File: config.mk
export PLATFORM = sky130hd
export DESIGN_NAME = ultrasonic_tank_level_median_unit
export DESIGN_NICKNAME = d
export VERILOG_FILES = /design/src/rtl/utlm_pkg.sv /design/src/rtl/ultrasonic_tank_level_median_unit.sv /design/src/rtl/utlm_echo_conv.sv /design/src/rtl/utlm_sort_cell.sv /design/src/rtl/utlm_divider.sv /design/src/rtl/utlm_volume.sv
export VERILOG_INCLUDE_DIRS = /design/src /design/src/rtl
export SDC_FILE = /design/constraint.sdc
export NUM_CORES = 2
export LEC_CHECK = 0
export BUFFER_PORTS_ARGS = -buffer_cell sky130_fd_sc_hd__clkbuf_2
export CORE_AREA = 2 2 367 369
export CTS_CLUSTER_DIAMETER = 100
export DETAILED_ROUTE_END_ITERATION = 12
export DIE_AREA = 0 0 369 371
export PLACE_DENSITY = 0.6
export SLEW_MARGIN = 20
export SYNTH_ARGS = -nofsm -noshare
export SYNTH_HDL_FRONTEND = slang
export SYNTH_SLANG_ARGS = --single-unit
export TNS_END_PERCENT = 10
File: constraint.sdc
create_clock -name aclk -period 11.6 [get_ports aclk]
set_input_delay 2.32 -clock aclk [delete_from_list [all_inputs] [get_ports aclk]]
set_output_delay 2.32 -clock aclk [all_outputs]
set_load 0.05 [all_outputs]
File: src/rtl/ultrasonic_tank_level_median_unit_defines.svh
// ----------------------------------------------------------------------------
// ultrasonic tank level median unit - assertion macros
// Shared concurrent assertion forms used at the end of the top level.
// ----------------------------------------------------------------------------
`ifndef ULTRASONIC_TANK_LEVEL_MEDIAN_UNIT_DEFINES_SVH
`define ULTRASONIC_TANK_LEVEL_MEDIAN_UNIT_DEFINES_SVH

// consequent must hold in the same cycle as the antecedent
`define UTLM_ASSERT_NOW(label, clk, rst_n, ante, cons, msg) \
    label: assert property (@(posedge clk) disable iff (!rst_n) (ante) |-> (cons)) \
        else $error(msg);

// consequent must hold in the cycle after the antecedent
`define UTLM_ASSERT_NEXT(label, clk, rst_n, ante, cons, msg) \
    label: assert property (@(posedge clk) disable iff (!rst_n) (ante) |=> (cons)) \
        else $error(msg);

`endif

File: src/rtl/utlm_pkg.sv
// ----------------------------------------------------------------------------
// utlm_pkg
// Types and constants shared by the tank level median unit.
// ----------------------------------------------------------------------------
package utlm_pkg;

    // defaults for the top-level parameters
    localparam int SAMPLE_COUNT_DEF = 5;
    localparam int MAX_RANGE_CM_DEF = 400;

    // field widths
    localparam int ECHO_W     = 15;
    localparam int LEVEL_W    = 13;
    localparam int PCT_W      = 14;
    localparam int VOL_W      = 32;
    localparam int DIM_W      = 10;
    localparam int CFG_IDX_W  = 3;
    localparam int CFG_DATA_W = 13;
    localparam int S_TDATA_W  = 16;
    localparam int M_TDATA_W  = 64;

    // echo to distance: (echo*16 + 29) / 58 via reciprocal multiply
    localparam int                ECHO_NUM_W = 19;
    localparam logic [ECHO_W-1:0] ECHO_LIMIT = 15'd23780;
    localparam logic [5:0]        US_PER_CM  = 6'd58;
    localparam logic [4:0]        HALF_US_CM = 5'd29;
    localparam int                RECIP_W    = 20;
    localparam logic [RECIP_W-1:0] RECIP_M   = 20'd578525;
    localparam int                RECIP_S    = 25;

    // percentage and volume
    localparam logic [PCT_W-1:0] PCT_FULL  = 14'd10000;
    localparam int               PCT_NUM_W = 27;
    localparam int               PI_W      = 30;
    localparam logic [PI_W-1:0]  PI_Q28    = 30'd843314857;

    // register reset values
    localparam logic [LEVEL_W-1:0] EMPTY_RST = 13'd3200;
    localparam logic [LEVEL_W-1:0] FULL_RST  = 13'd320;
    localparam logic [DIM_W-1:0]   DIM_RST   = 10'd100;

    // configuration register indexes
    typedef enum logic [CFG_IDX_W-1:0] {
        REG_EMPTY  = 3'd0,
        REG_FULL   = 3'd1,
        REG_ROUND  = 3'd2,
        REG_LENGTH = 3'd3,
        REG_WIDTH  = 3'd4,
        REG_DIAM   = 3'd5
    } cfg_reg_t;

    // sequencer states
    typedef enum logic [2:0] {
        ST_IDLE,
        ST_CONV,
        ST_PREP,
        ST_START,
        ST_CALC,
        ST_OUT
    } state_t;

    // what one sort cell hands to its right neighbor
    typedef struct packed {
        logic [LEVEL_W-1:0] value;
        logic               take;
    } cell_link_t;

    localparam cell_link_t LINK_NONE = '{value: '0, take: 1'b0};

endpackage

File: src/rtl/ultrasonic_tank_level_median_unit.sv
// A sample passes through the converter and is then inserted into the sort row; the
// input is not taken again until the insert, so one sample is handled at a time.
// The closing sample's result then goes through prep, start, 27 bit-serial divider
// steps and the output load, which waits while the output is stalled; the input
// reopens in the same cycle that the result becomes valid, so groups do not overlap.
// Reset (aresetn low, synchronous) clears sequencer, count, output valid; loads tank defaults.
// ----------------------------------------------------------------------------
// ultrasonic_tank_level_median_unit
// Median of a group of echo samples, then level, fill percent and volume.
// ----------------------------------------------------------------------------
`include "ultrasonic_tank_level_median_unit_defines.svh"

module ultrasonic_tank_level_median_unit #(
    parameter int SAMPLE_COUNT = utlm_pkg::SAMPLE_COUNT_DEF,
    parameter int MAX_RANGE_CM = utlm_pkg::MAX_RANGE_CM_DEF
) (
    input  logic                            aclk,
    input  logic                            aresetn,
    // echo_us [14:0]
    input  logic                            s_tvalid,
    output logic                            s_tready,
    input  logic [utlm_pkg::S_TDATA_W-1:0]  s_tdata,
    // level_q4 [12:0], percent_centi [26:13], volume_ml [58:27]
    output logic                            m_tvalid,
    input  logic                            m_tready,
    output logic [utlm_pkg::M_TDATA_W-1:0]  m_tdata,
    // register write channel
    input  logic                            cfg_valid,
    output logic                            cfg_ready,
    input  logic [utlm_pkg::CFG_IDX_W-1:0]  cfg_index,
    input  logic [utlm_pkg::CFG_DATA_W-1:0] cfg_data
);

    localparam int CNT_W = $clog2(SAMPLE_COUNT);
    localparam int MED   = SAMPLE_COUNT / 2;
    localparam int LW    = utlm_pkg::LEVEL_W;
    localparam int DW    = utlm_pkg::DIM_W;
    localparam int NW    = utlm_pkg::PCT_NUM_W;

    // configuration registers
    logic [LW-1:0] empty_reg;
    logic [LW-1:0] full_reg;
    logic          round_reg;
    logic [DW-1:0] length_reg;
    logic [DW-1:0] width_reg;
    logic [DW-1:0] diam_reg;

    utlm_pkg::state_t state_reg, state_next;
    logic [CNT_W-1:0] cnt_reg;

    logic conv_start;
    logic conv_valid;
    logic [LW-1:0] conv_q4;
    logic insert;
    logic calc_start;
    logic out_load;
    logic out_free;

    utlm_pkg::cell_link_t link_out [SAMPLE_COUNT];
    logic [LW-1:0] median;

    logic [LW-1:0] lvl_reg;
    logic [NW-1:0] num_reg;
    logic [LW-1:0] den_reg;
    logic [LW-1:0] h_reg;
    logic          pct_zero_reg;
    logic          pct_full_reg;

    logic [LW-1:0] e_minus_l;
    logic [LW-1:0] e_minus_f;
    logic [LW-1:0] h_raw;
    logic [LW-1:0] h_max;

    logic          div_done;
    logic [NW-1:0] div_quot;
    logic          vol_done;
    logic [utlm_pkg::VOL_W-1:0] vol_ml;

    logic [utlm_pkg::PCT_W-1:0] pct_sel;
    logic                       m_tvalid_reg;
    logic [utlm_pkg::M_TDATA_W-1:0] m_tdata_reg;

    // register writes, always accepted
    assign cfg_ready = 1'b1;

    always_ff @(posedge aclk) begin
        if (!aresetn) begin
            empty_reg  <= utlm_pkg::EMPTY_RST;
            full_reg   <= utlm_pkg::FULL_RST;
            round_reg  <= 1'b0;
            length_reg <= utlm_pkg::DIM_RST;
            width_reg  <= utlm_pkg::DIM_RST;
            diam_reg   <= utlm_pkg::DIM_RST;
        end else if (cfg_valid) begin
            case (cfg_index)
                utlm_pkg::REG_EMPTY:  empty_reg  <= cfg_data;
                utlm_pkg::REG_FULL:   full_reg   <= cfg_data;
                utlm_pkg::REG_ROUND:  round_reg  <= cfg_data[0];
                utlm_pkg::REG_LENGTH: length_reg <= cfg_data[DW-1:0];
                utlm_pkg::REG_WIDTH:  width_reg  <= cfg_data[DW-1:0];
                utlm_pkg::REG_DIAM:   diam_reg   <= cfg_data[DW-1:0];
                default: ;
            endcase
        end
    end

    // sequencer state
    always_ff @(posedge aclk) begin
        if (!aresetn) begin
            state_reg <= utlm_pkg::ST_IDLE;
        end else begin
            state_reg <= state_next;
        end
    end

    // next state
    always_comb begin
        state_next = state_reg;
        case (state_reg)
            utlm_pkg::ST_IDLE: begin
                if (s_tvalid) state_next = utlm_pkg::ST_CONV;
            end
            utlm_pkg::ST_CONV: begin
                if (conv_valid) begin
                    state_next = (cnt_reg == CNT_W'(SAMPLE_COUNT - 1)) ?
                                 utlm_pkg::ST_PREP : utlm_pkg::ST_IDLE;
                end
            end
            utlm_pkg::ST_PREP:  state_next = utlm_pkg::ST_START;
            utlm_pkg::ST_START: state_next = utlm_pkg::ST_CALC;
            utlm_pkg::ST_CALC: begin
                if (div_done) state_next = utlm_pkg::ST_OUT;
            end
            utlm_pkg::ST_OUT: begin
                if (out_free) state_next = utlm_pkg::ST_IDLE;
            end
            default: state_next = utlm_pkg::ST_IDLE;
        endcase
    end

    // sequencer outputs
    always_comb begin
        s_tready   = 1'b0;
        insert     = 1'b0;
        calc_start = 1'b0;
        out_load   = 1'b0;
        case (state_reg)
            utlm_pkg::ST_IDLE:  s_tready   = 1'b1;
            utlm_pkg::ST_CONV:  insert     = conv_valid;
            utlm_pkg::ST_START: calc_start = 1'b1;
            utlm_pkg::ST_OUT:   out_load   = out_free;
            default: ;
        endcase
    end

    assign conv_start = s_tvalid && s_tready;
    assign out_free   = !m_tvalid_reg || m_tready;

    // group fill count
    always_ff @(posedge aclk) begin
        if (!aresetn) begin
            cnt_reg <= '0;
        end else if (insert) begin
            cnt_reg <= (cnt_reg == CNT_W'(SAMPLE_COUNT - 1)) ? '0 : cnt_reg + CNT_W'(1);
        end
    end

    // echo width to distance
    utlm_echo_conv #(
        .MAX_RANGE_CM (MAX_RANGE_CM)
    ) u_conv (
        .aclk      (aclk),
        .aresetn   (aresetn),
        .in_valid  (conv_start),
        .echo_us   (s_tdata[utlm_pkg::ECHO_W-1:0]),
        .out_valid (conv_valid),
        .dist_q4   (conv_q4)
    );

    // insertion sort row
    for (genvar i = 0; i < SAMPLE_COUNT; i++) begin : g_cell
        utlm_pkg::cell_link_t left;
        if (i == 0) begin : g_head
            assign left = utlm_pkg::LINK_NONE;
        end else begin : g_body
            assign left = link_out[i-1];
        end
        utlm_sort_cell #(
            .INDEX (i),
            .CNT_W (CNT_W)
        ) u_cell (
            .aclk     (aclk),
            .insert   (insert),
            .count    (cnt_reg),
            .din      (conv_q4),
            .link_in  (left),
            .link_out (link_out[i])
        );
    end

    assign median = link_out[MED].value;

    // result setup from the median
    always_comb begin
        e_minus_l = empty_reg - median;
        e_minus_f = empty_reg - full_reg;
        h_raw     = (empty_reg > median) ? e_minus_l : '0;
        h_max     = (empty_reg > full_reg) ? e_minus_f : '0;
    end

    always_ff @(posedge aclk) begin
        if (state_reg == utlm_pkg::ST_PREP) begin
            lvl_reg      <= median;
            num_reg      <= NW'(e_minus_l) * NW'(utlm_pkg::PCT_FULL) + NW'(e_minus_f >> 1);
            den_reg      <= e_minus_f;
            h_reg        <= (h_raw > h_max) ? h_max : h_raw;
            pct_zero_reg <= (median >= empty_reg);
            pct_full_reg <= (median <= full_reg);
        end
    end

    // percent division
    utlm_divider #(
        .NUM_W (NW),
        .DEN_W (LW)
    ) u_div (
        .aclk    (aclk),
        .aresetn (aresetn),
        .start   (calc_start),
        .numer   (num_reg),
        .denom   (den_reg),
        .done    (div_done),
        .quot    (div_quot)
    );

    // volume
    utlm_volume u_vol (
        .aclk       (aclk),
        .aresetn    (aresetn),
        .start      (calc_start),
        .round_tank (round_reg),
        .dim_a      (round_reg ? diam_reg : length_reg),
        .dim_b      (round_reg ? diam_reg : width_reg),
        .height_q4  (h_reg),
        .done       (vol_done),
        .volume_ml  (vol_ml)
    );

    // percent selection, empty check first
    always_comb begin
        if (pct_zero_reg) begin
            pct_sel = '0;
        end else if (pct_full_reg) begin
            pct_sel = utlm_pkg::PCT_FULL;
        end else begin
            pct_sel = div_quot[utlm_pkg::PCT_W-1:0];
        end
    end

    // output register
    always_ff @(posedge aclk) begin
        if (!aresetn) begin
            m_tvalid_reg <= 1'b0;
        end else if (out_load) begin
            m_tvalid_reg <= 1'b1;
        end else if (m_tready) begin
            m_tvalid_reg <= 1'b0;
        end
    end

    always_ff @(posedge aclk) begin
        if (out_load) begin
            m_tdata_reg <= {5'b00000, vol_ml, pct_sel, lvl_reg};
        end
    end

    assign m_tvalid = m_tvalid_reg;
    assign m_tdata  = m_tdata_reg;

    // checks
    `UTLM_ASSERT_NOW(a_count_range, aclk, aresetn, 1'b1, cnt_reg <= CNT_W'(SAMPLE_COUNT - 1), "group count out of range")
    `UTLM_ASSERT_NOW(a_div_in_calc, aclk, aresetn, div_done, state_reg == utlm_pkg::ST_CALC, "divider finished outside calc")
    `UTLM_ASSERT_NOW(a_vol_before_div, aclk, aresetn, vol_done, state_reg == utlm_pkg::ST_CALC, "volume finished outside calc")
    `UTLM_ASSERT_NOW(a_load_group_end, aclk, aresetn, out_load, cnt_reg == '0, "result loaded mid group")
    `UTLM_ASSERT_NOW(a_pct_bound, aclk, aresetn, m_tvalid, m_tdata[26:13] <= utlm_pkg::PCT_FULL, "percent above full scale")

endmodule

File: src/rtl/utlm_echo_conv.sv
// ----------------------------------------------------------------------------
// utlm_echo_conv
// Two-stage conversion of an echo width in us to a distance in cm Q4.
// ----------------------------------------------------------------------------
module utlm_echo_conv #(
    parameter int MAX_RANGE_CM = utlm_pkg::MAX_RANGE_CM_DEF
) (
    input  logic                         aclk,
    input  logic                         aresetn,
    input  logic                         in_valid,
    input  logic [utlm_pkg::ECHO_W-1:0]  echo_us,
    output logic                         out_valid,
    output logic [utlm_pkg::LEVEL_W-1:0] dist_q4
);

    localparam int NUM_W  = utlm_pkg::ECHO_NUM_W;
    localparam int PROD_W = NUM_W + utlm_pkg::RECIP_W;
    localparam int Q_W    = PROD_W - utlm_pkg::RECIP_S;
    localparam logic [utlm_pkg::LEVEL_W-1:0] NO_ECHO_Q4 =
        utlm_pkg::LEVEL_W'(MAX_RANGE_CM * 16);

    logic [utlm_pkg::ECHO_W-1:0] echo_clamp;
    logic [NUM_W-1:0]            num;
    logic [NUM_W-1:0]            num_reg;
    logic [PROD_W-1:0]           prod_reg;
    logic                        no_echo_reg;
    logic                        v1_reg;
    logic                        v2_reg;
    logic [Q_W-1:0]              q_est;
    logic [NUM_W:0]              q_back;
    logic [Q_W-1:0]              q_fix;
    logic [utlm_pkg::LEVEL_W-1:0] dist_reg;

    // stage 1: clamp, round offset, reciprocal multiply
    always_comb begin
        echo_clamp = (echo_us > utlm_pkg::ECHO_LIMIT) ? utlm_pkg::ECHO_LIMIT : echo_us;
        num        = {echo_clamp, 4'b0000} + NUM_W'(utlm_pkg::HALF_US_CM);
    end

    always_ff @(posedge aclk) begin
        if (in_valid) begin
            num_reg     <= num;
            prod_reg    <= PROD_W'(num) * PROD_W'(utlm_pkg::RECIP_M);
            no_echo_reg <= (echo_us == '0);
        end
    end

    // stage 2: estimate is exact or one high, fix by back-multiply
    always_comb begin
        q_est  = prod_reg[PROD_W-1:utlm_pkg::RECIP_S];
        q_back = (NUM_W+1)'(q_est) * (NUM_W+1)'(utlm_pkg::US_PER_CM);
        q_fix  = (q_back > (NUM_W+1)'(num_reg)) ? q_est - Q_W'(1) : q_est;
    end

    always_ff @(posedge aclk) begin
        if (v1_reg) begin
            dist_reg <= no_echo_reg ? NO_ECHO_Q4 : q_fix[utlm_pkg::LEVEL_W-1:0];
        end
    end

    // valid pipeline
    always_ff @(posedge aclk) begin
        if (!aresetn) begin
            v1_reg <= 1'b0;
            v2_reg <= 1'b0;
        end else begin
            v1_reg <= in_valid;
            v2_reg <= v1_reg;
        end
    end

    assign out_valid = v2_reg;
    assign dist_q4   = dist_reg;

endmodule

File: src/rtl/utlm_sort_cell.sv
// ----------------------------------------------------------------------------
// utlm_sort_cell
// One cell of the insertion sort row; keeps the row ascending.
// ----------------------------------------------------------------------------
module utlm_sort_cell #(
    parameter int INDEX = 0,
    parameter int CNT_W = 3
) (
    input  logic                         aclk,
    input  logic                         insert,
    input  logic [CNT_W-1:0]             count,
    input  logic [utlm_pkg::LEVEL_W-1:0] din,
    input  utlm_pkg::cell_link_t         link_in,
    output utlm_pkg::cell_link_t         link_out
);

    logic [utlm_pkg::LEVEL_W-1:0] value_reg;
    logic                         empty;
    logic                         take;

    // cells at or past the fill count hold nothing of this group
    always_comb begin
        empty = (count <= CNT_W'(INDEX));
        take  = empty || (din < value_reg);
    end

    // on insert: take the left value if it moves down, else the new one
    always_ff @(posedge aclk) begin
        if (insert && take) begin
            value_reg <= link_in.take ? link_in.value : din;
        end
    end

    assign link_out = '{value: value_reg, take: take};

endmodule

File: src/rtl/utlm_divider.sv
// ----------------------------------------------------------------------------
// utlm_divider
// Restoring divider, one quotient bit per cycle.
// ----------------------------------------------------------------------------
module utlm_divider #(
    parameter int NUM_W = utlm_pkg::PCT_NUM_W,
    parameter int DEN_W = utlm_pkg::LEVEL_W
) (
    input  logic             aclk,
    input  logic             aresetn,
    input  logic             start,
    input  logic [NUM_W-1:0] numer,
    input  logic [DEN_W-1:0] denom,
    output logic             done,
    output logic [NUM_W-1:0] quot
);

    localparam int CNT_W = $clog2(NUM_W + 1);

    logic [DEN_W-1:0] den_reg;
    logic [DEN_W-1:0] rem_reg;
    logic [NUM_W-1:0] quo_reg;
    logic [CNT_W-1:0] cnt_reg;
    logic             busy_reg;
    logic             done_reg;
    logic [DEN_W:0]   shifted;
    logic [DEN_W:0]   diff;
    logic             ge;

    // trial subtract of the shifted partial remainder
    always_comb begin
        shifted = {rem_reg, quo_reg[NUM_W-1]};
        diff    = shifted - {1'b0, den_reg};
        ge      = (shifted >= {1'b0, den_reg});
    end

    // datapath
    always_ff @(posedge aclk) begin
        if (start) begin
            den_reg <= denom;
            rem_reg <= '0;
            quo_reg <= numer;
        end else if (busy_reg) begin
            rem_reg <= ge ? diff[DEN_W-1:0] : shifted[DEN_W-1:0];
            quo_reg <= {quo_reg[NUM_W-2:0], ge};
        end
    end

    // iteration control
    always_ff @(posedge aclk) begin
        if (!aresetn) begin
            busy_reg <= 1'b0;
            done_reg <= 1'b0;
            cnt_reg  <= '0;
        end else begin
            done_reg <= 1'b0;
            if (start) begin
                busy_reg <= 1'b1;
                cnt_reg  <= '0;
            end else if (busy_reg) begin
                cnt_reg <= cnt_reg + CNT_W'(1);
                if (cnt_reg == CNT_W'(NUM_W - 1)) begin
                    busy_reg <= 1'b0;
                    done_reg <= 1'b1;
                end
            end
        end
    end

    assign done = done_reg;
    assign quot = quo_reg;

endmodule

File: src/rtl/utlm_volume.sv
// ----------------------------------------------------------------------------
// utlm_volume
// Five-stage volume pipeline for rectangular or cylindrical tanks.
// ----------------------------------------------------------------------------
module utlm_volume (
    input  logic                         aclk,
    input  logic                         aresetn,
    input  logic                         start,
    input  logic                         round_tank,
    input  logic [utlm_pkg::DIM_W-1:0]   dim_a,
    input  logic [utlm_pkg::DIM_W-1:0]   dim_b,
    input  logic [utlm_pkg::LEVEL_W-1:0] height_q4,
    output logic                         done,
    output logic [utlm_pkg::VOL_W-1:0]   volume_ml
);

    localparam int AB_W  = 2 * utlm_pkg::DIM_W;
    localparam int X_W   = AB_W + utlm_pkg::LEVEL_W;
    localparam int LO_W  = 16;
    localparam int HI_W  = X_W - LO_W;
    localparam int PLO_W = LO_W + utlm_pkg::PI_W;
    localparam int PHI_W = HI_W + utlm_pkg::PI_W;
    localparam int SUM_W = 64;
    localparam int STG   = 5;

    logic [AB_W-1:0]  ab_reg;
    logic [utlm_pkg::LEVEL_W-1:0] h_reg;
    logic             round_reg;
    logic [X_W-1:0]   x_reg;
    logic [X_W-1:0]   x2_reg;
    logic [PLO_W-1:0] plo_reg;
    logic [PLO_W-1:0] plo2_reg;
    logic [PHI_W-1:0] phi_reg;
    logic [SUM_W-1:0] round_sum;
    logic [X_W:0]     rect_sum;
    logic [utlm_pkg::VOL_W-1:0] vol_reg;
    logic [STG-1:0]   pipe_reg;

    // stage 1: base area product
    always_ff @(posedge aclk) begin
        if (start) begin
            ab_reg    <= AB_W'(dim_a) * AB_W'(dim_b);
            h_reg     <= height_q4;
            round_reg <= round_tank;
        end
    end

    // stages 2 to 4: area times height, then pi in two partial products
    always_ff @(posedge aclk) begin
        x_reg    <= X_W'(ab_reg) * X_W'(h_reg);
        x2_reg   <= x_reg;
        plo_reg  <= PLO_W'(x_reg[LO_W-1:0]) * PLO_W'(utlm_pkg::PI_Q28);
        plo2_reg <= plo_reg;
        phi_reg  <= PHI_W'(x2_reg[X_W-1:LO_W]) * PHI_W'(utlm_pkg::PI_Q28);
    end

    // stage 5: combine and round; both shapes stay below 2^30 at these widths
    always_comb begin
        round_sum = (SUM_W'(phi_reg) << LO_W) + SUM_W'(plo2_reg) + (SUM_W'(1) << 33);
        rect_sum  = (X_W+1)'(x2_reg) + (X_W+1)'(8);
    end

    always_ff @(posedge aclk) begin
        if (pipe_reg[STG-2]) begin
            vol_reg <= round_reg ? utlm_pkg::VOL_W'(round_sum >> 34)
                                 : utlm_pkg::VOL_W'(rect_sum >> 4);
        end
    end

    // stage valid flags
    always_ff @(posedge aclk) begin
        if (!aresetn) begin
            pipe_reg <= '0;
        end else begin
            pipe_reg <= {pipe_reg[STG-2:0], start};
        end
    end

    assign done      = pipe_reg[STG-1];
    assign volume_ml = vol_reg;

endmodule
# Yosys cells after proc, flatten, opt, wreduce, memory -nomap -nowiden
# Index checks and enable logic that the tools add are counted.
dict set report op_classes {
  add_sub_neg 11
  multipliers 7
  n_lt_le_gt_ge 14
  eq_ne 16
  mux 31
  bitwise 2
  n_reduce_logical 24
}
# cell count
set ops {}
lappend ops {{two-way mux 13 bit} 7}
lappend ops {{adder 63 x 46 -> 64 bit} 1}
lappend ops {{adder 64 x 34 -> 64 bit (second input constant)} 1}
lappend ops {{two-way mux 27 bit} 2}
lappend ops {{multiplier 17 x 30 -> 47 bit (second input constant)} 1}
lappend ops {{multiplier 16 x 30 -> 46 bit (second input constant)} 1}
lappend ops {{greater-than comparator 13 bit} 3}
lappend ops {{< comparator 13 bit} 3}
lappend ops {{multiplier 19 x 20 -> 39 bit (second input constant)} 1}
lappend ops {{subtractor 13 bit} 3}
lappend ops {{adder 33 x 4 -> 34 bit (second input constant)} 1}
lappend ops {{multiplier 20 x 13 -> 33 bit} 1}
lappend ops {{two-way mux 30 bit} 1}
lappend ops {{adder 27 x 12 -> 27 bit} 1}
lappend ops {{multiplier 13 x 10 -> 23 bit (second input constant)} 1}
lappend ops {{greater-than comparator 20 x 19 -> 1 bit} 1}
lappend ops {{multiplier 10 x 10 -> 20 bit} 1}
lappend ops {{two-way mux 10 bit} 2}
lappend ops {{adder 19 x 5 -> 19 bit (second input constant)} 1}
lappend ops {{multiplier 14 x 5 -> 19 bit (second input constant)} 1}
lappend ops {{one-hot mux 3 bit (6 select lines)} 1}
lappend ops {{== test 3 bit (second input constant)} 5}
lappend ops {{greater-than comparator 15 bit (second input constant)} 1}
lappend ops {{logical NOT 15 bit} 1}
lappend ops {{28 further kinds} 63}
dict set report word_totals {
  reg_bits 635
  inputBits 37
  output_inout_bits 67
  elab_cells 148
}

# Depth between registers and ports, before layout
dict set report depth {
  ltp_word 4
  depth_mapped 37
  mapped_depth_nobuf 37
}

# Hierarchy
# From an unflattened synthesis, not the netlist that was laid out.
dict set report unflattened {
  cells_unflattened 6103
  hier_area_um2 61489.0
}
# module n_inst cells_each area_each_um2 seq_area_each_um2
set by_module_without_submodules {}
lappend by_module_without_submodules {utlm_volume 1 3438 34202.8 5425.2}
lappend by_module_without_submodules {ultrasonic_tank_level_median_unit 1 1224 11969.0 4974.8}
lappend by_module_without_submodules {utlm_echo_conv 1 939 9422.8 1331.3}
lappend by_module_without_submodules {utlm_divider 1 279 3230.6 1601.5}
lappend by_module_without_submodules {{utlm_sort_cell at g_cell[1].u_cell} 1 73 903.4 390.4}
lappend by_module_without_submodules {{utlm_sort_cell at g_cell[0].u_cell} 1 75 883.3 390.4}
lappend by_module_without_submodules {{utlm_sort_cell at g_cell[2].u_cell} 1 75 877.1 390.4}

# Least setup slack after synthesis
# OpenSTA, ideal clock, no wires.
dict set report synth_timing {
  path_kind {input to register}
  from {input s_tdata[3] in the netlist's numbering}
  to {register u_conv.prod_reg[35], data pin}
  setup_time_ns 0.258
  t_arrival_ns 10.694
  path_slack_ns 0.649
  path_stages 36
  n_path_buf 0
  path_cell_list {or4_1 -> nor3_1 -> nand3_1 -> o311a_1 -> o21ai_1 -> nand2_1 -> inv_1 -> ha_1 -> nand3_1 -> nor2_1 -> and3_1 -> and3_1 -> nand3_1 -> xor2_1 -> nand2_1 -> inv_1 -> fa_1 -> xor2_1 -> ha_1 -> or2_2 -> fa_1 -> fa_1 -> fa_1 -> inv_1 -> fa_1 -> inv_1 -> ha_1 -> nand4_1 -> a211oi_1 -> or4_1 -> nand4_1 -> a21oi_1 -> o2111ai_1 -> or3b_1 -> a21oi_1 -> xnor2_1}
}
dict set report synth_via {
  elab_chain_cells 4
}
# element line
set synth_rtl {}
lappend synth_rtl {{start: declaration} ultrasonic_tank_level_median_unit.sv:22} ;# input logic [utlm_pkg::S_TDATA_W-1:0] s_tdata,
lappend synth_rtl {{greater-than comparator 15 bit} utlm_echo_conv.sv:36} ;# echo_clamp = (echo_us > utlm_pkg::ECHO_LIMIT) ? utlm_pkg::ECHO_LIMIT : echo_us;
lappend synth_rtl {{two-way mux 15 bit} utlm_echo_conv.sv:36}
lappend synth_rtl {{adder 19 x 5 -> 19 bit} utlm_echo_conv.sv:37} ;# num = {echo_clamp, 4'b0000} + NUM_W'(utlm_pkg::HALF_US_CM);
lappend synth_rtl {{via u_conv.num[4]} utlm_echo_conv.sv:23} ;# logic [NUM_W-1:0] num;
lappend synth_rtl {{multiplier 19 x 20 -> 39 bit} utlm_echo_conv.sv:43} ;# prod_reg <= PROD_W'(num) * PROD_W'(utlm_pkg::RECIP_M);
lappend synth_rtl {{end signal: assignment} utlm_echo_conv.sv:43}
lappend synth_rtl {{end: declaration} utlm_echo_conv.sv:25} ;# logic [PROD_W-1:0] prod_reg;
# The timed path passes the listed nets, and every way through them passes these cells.
# A chain may end at the register's enable or synchronous reset.

# Final worst setup path
# Ends and elaborated chain as after synthesis.

==> flow_metrics.env <==
export IMPL_status="finished clean"
export IMPL_post_dp_hpwl_um=109000
export IMPL_syn_to_final_growth_pct=8.15
export IMPL_final_period_utilization_pct=91.7
export IMPL_finalInstanceArea_sq_um=64400
export IMPL_grt_pass1_wl_um=218000
export IMPL_dp_slack_ns=0.238
export IMPL_routed_wl_um=132000
export IMPL_finalPower_mw=10.7
export IMPL_instances_no_fill=7831
export IMPL_grt_overflow=0
export IMPL_yosysMostFrequentCell="inv_1"
export IMPL_start_util_pct=44.9
export IMPL_yosys_area_top_type="fa_1"
export IMPL_crit_path_end_kind="flop"
export IMPL_drive_gt1_share_pct=5.18
export IMPL_dr_first_iter_drc_count=2139
export IMPL_clk_pin_slew_ns=0.06
export IMPL_maxCapViolCount=0
export IMPL_rows=134
export IMPL_final_nets=7714
export IMPL_r2r_end="num_reg[26]"
export IMPL_synth_edf_count=307
export IMPL_crit_top_cell="fa_1"
export IMPL_rr_startpoint="g_cell[2].u_cell.value_reg[0]"
export IMPL_setup_ws_ns=0.961
export IMPL_required_ns=12.01
export IMPL_clk_latency_ns=0.68
export IMPL_grt_max_degree=73
export IMPL_vias=39468
export IMPL_critical_path_class="in2reg"
export IMPL_leakagePower_nw=31.7
export IMPL_port_buffers=94
export IMPL_coreArea_sq_um=133000
export IMPL_antenna_found_initial=0
export IMPL_synthArstFlopShare_pct=0
export IMPL_final_antenna_net_count=0
export IMPL_layout_min_cycle_time_ns=10.64
export IMPL_insertedDiodeCount=0
export IMPL_syn_area_sq_um=59600
export IMPL_yosysUniqueCellTypes=85
export IMPL_hold_class="reg2reg"
export IMPL_largest_reg_flops=57
export IMPL_synth_top_area_share_pct=24.8
export IMPL_finalSetupViolations=0
export IMPL_first_pass_iters=5
export IMPL_cts_sink_count=567
export IMPL_path_max_fanout=5
export IMPL_grt_pass1_vias=41740
export IMPL_fmax_ghz=0.0940
export IMPL_grt_use_total_pct=19.9
export IMPL_rrSetupSlack_ns=3.51
export IMPL_drt_vias_per_instance=5.04
export IMPL_clockBufferDepth=3
export IMPL_tightest_slew_ns=1.01
export IMPL_fillers=12451
export IMPL_io_pins=104
export IMPL_die_area_sq_um=137000
export IMPL_routedWlPerCell_um=16.8
export IMPL_dpl_cell_count=7701
export IMPL_yosysWarnings=0
export IMPL_peakVddDrop_mv=0.535
export IMPL_cts_tree="built"
export IMPL_whs_path_depth=0
export IMPL_htree_levels=3
export IMPL_fp_dieW_um=369
export IMPL_drv_slew=0
export IMPL_root_buffer="clkbuf_16"
export IMPL_avgSynthCellArea_sq_um=10.1
export IMPL_cts_setup_buffers=0
export IMPL_cts_hold_buffers=0
export IMPL_p_per_area_nw_per_um2=166
export IMPL_hold_start="u_vol.plo_reg[25]"
export IMPL_crit_slowest_cell="or4_1"
export IMPL_gp_congestion=0.907
export IMPL_synth_seq_cells=567
export IMPL_synth_cells=5915
export IMPL_placed_area_sq_um=62100
export IMPL_synth_area_leaders="fa_1 (25%), ha_1 (20%), edfxtp_1 (15%), dfxtp_1 (8.7%), inv_1 (7.5%)"
export IMPL_hold_viol=0
export IMPL_min_to="u_vol.plo2_reg[25]"
export IMPL_ys_seq_area_share_pct=24.2
export IMPL_r2r_cells=30
export IMPL_cts_buffers=70
export IMPL_rsz0062_at_grt="no"
export IMPL_post_synth_most_frequent_cells="inv_1 (1190), ha_1 (935), fa_1 (737), nand2_1 (575), edfxtp_1 (307)"
export IMPL_drc=0
export IMPL_fp_dieH_um=371
export IMPL_fin_skew_ns=0.0534
export IMPL_setup_tns_ns=0
export IMPL_slowest_delay_ns=0.64
export IMPL_ctsResizeCount=0
export IMPL_slew_headroom_pct=31.2
export IMPL_cp_start_kind="input port"
export IMPL_ys_flop_type="edfxtp_1"
export IMPL_cp_arrival_ns=11.05
cells in the final DEF (no fill, tap or decap), types with 9 or more instances in the layout:
cell / instances
xnor2_1: 182
nand2_1: 574
a31o_2: 14
clkinv_2: 9
and2_1: 134
edfxtp_1: 307
or2_2: 15
o211ai_1: 16
or3_1: 22
o21ai_1: 27
mux2i_1: 12
a21oi_1: 200
xor2_1: 75
a31oi_1: 16
o21ai_0: 115
nor2_1: 253
a211o_1: 12
inv_1: 1189
a21boi_0: 62
nand3_1: 71
a21o_1: 115
nor4_1: 12
mux2_2: 28
nor2b_1: 37
clkbuf_2: 94
a211oi_1: 21
clkbuf_16: 73
nor3_1: 66
o21a_1: 48
ha_1: 935
clkbuf_8: 9
and3_1: 33
buf_4: 30
nand4_1: 37
fa_1: 737
nand2b_1: 31
dfxtp_1: 260
o21bai_1: 28
clkbuf_1: 17
final cells by class:
| type | count | area, sq um | share of cell area (%) |
|---|---|---|---|
| Clock buffer | 99 | 2010 | 3.13 |
| Clock inverter | 31 | 355 | 0.551 |
| Inverter | 1190 | 4470 | 6.93 |
| Multi-Input combinational cell | 4052 | 40300 | 62.5 |
| Sequential cell | 567 | 14400 | 22.4 |
| Tap cell | 1768 | 2210 | 3.43 |
| Timing Repair Buffer | 124 | 696 | 1.08 |
report_power, final:
part	internal, mW	total [mW]	switching, mW
logic	2.72	6.12	3.40
clock network	1.30	2.22	0.920
registers	2.29	2.38	0.0913
per-layer routing:
layer  GRT usage (%)  wire length, um  vias up
met5               0                0        -
met1            26.2            60000    19426
met4            4.63             2850        0
li1                -                -    19332
met2            34.7            64000      544
met3            2.69             4680      166
metrics by stage:
step	util [%]	hold WS [ns]
2_1_floorplan	-	0.310
3_3_place_gp	46.7	0.310
3_5_place_dp	46.7	0.313
4_1_cts	48.5	0.284
5_1_grt	48.5	0.296
6_report	48.5	0.285
kinds of logic (layout without fill, tap and decap cells):
group / Yosys count / after routing / synth area share, %
AO/OA/AOI/OAI: 754 / 754 / 8.40
XOR/XNOR: 257 / 257 / 3.78
adder cells (fa/ha/maj): 1672 / 1672 / 44.4
buffers and inverters: 1302 / 1444 / 8.27
flip-flops: 567 / 567 / 24.2
multiplexers: 41 / 41 / 0.750
other: 2 / 8 / 0.0126
AND/OR/NAND/NOR: 1320 / 1320 / 10.2
worst max path at each step:
stage	startpoint	endpoint	slack (ns)	depth (start not counted)
2_1_floorplan	s_tdata[3]	u_conv.prod_reg[35]	0.65	36
6_report	s_tdata[3]	u_conv.prod_reg[35]	0.96	37
5_1_grt	s_tdata[3]	u_conv.prod_reg[35]	0.41	37
3_3_place_gp	s_tdata[3]	u_conv.prod_reg[35]	0.34	37
4_1_cts	s_tdata[3]	u_conv.prod_reg[35]	0.94	37
3_5_place_dp	s_tdata[3]	u_conv.prod_reg[35]	0.24	37
critical path: cells and delay by family:
kind | cells | cell delay [ns]
buffers and inverters | 5 | 0.40
and+or+nand+nor | 15 | 3.47
AOI/OAI and AO/OA | 6 | 0.99
adders and majority gates | 8 | 3.38
xor gates and xnor gates | 3 | 0.46
Note: power is estimated with default switching activity, not from simulation.
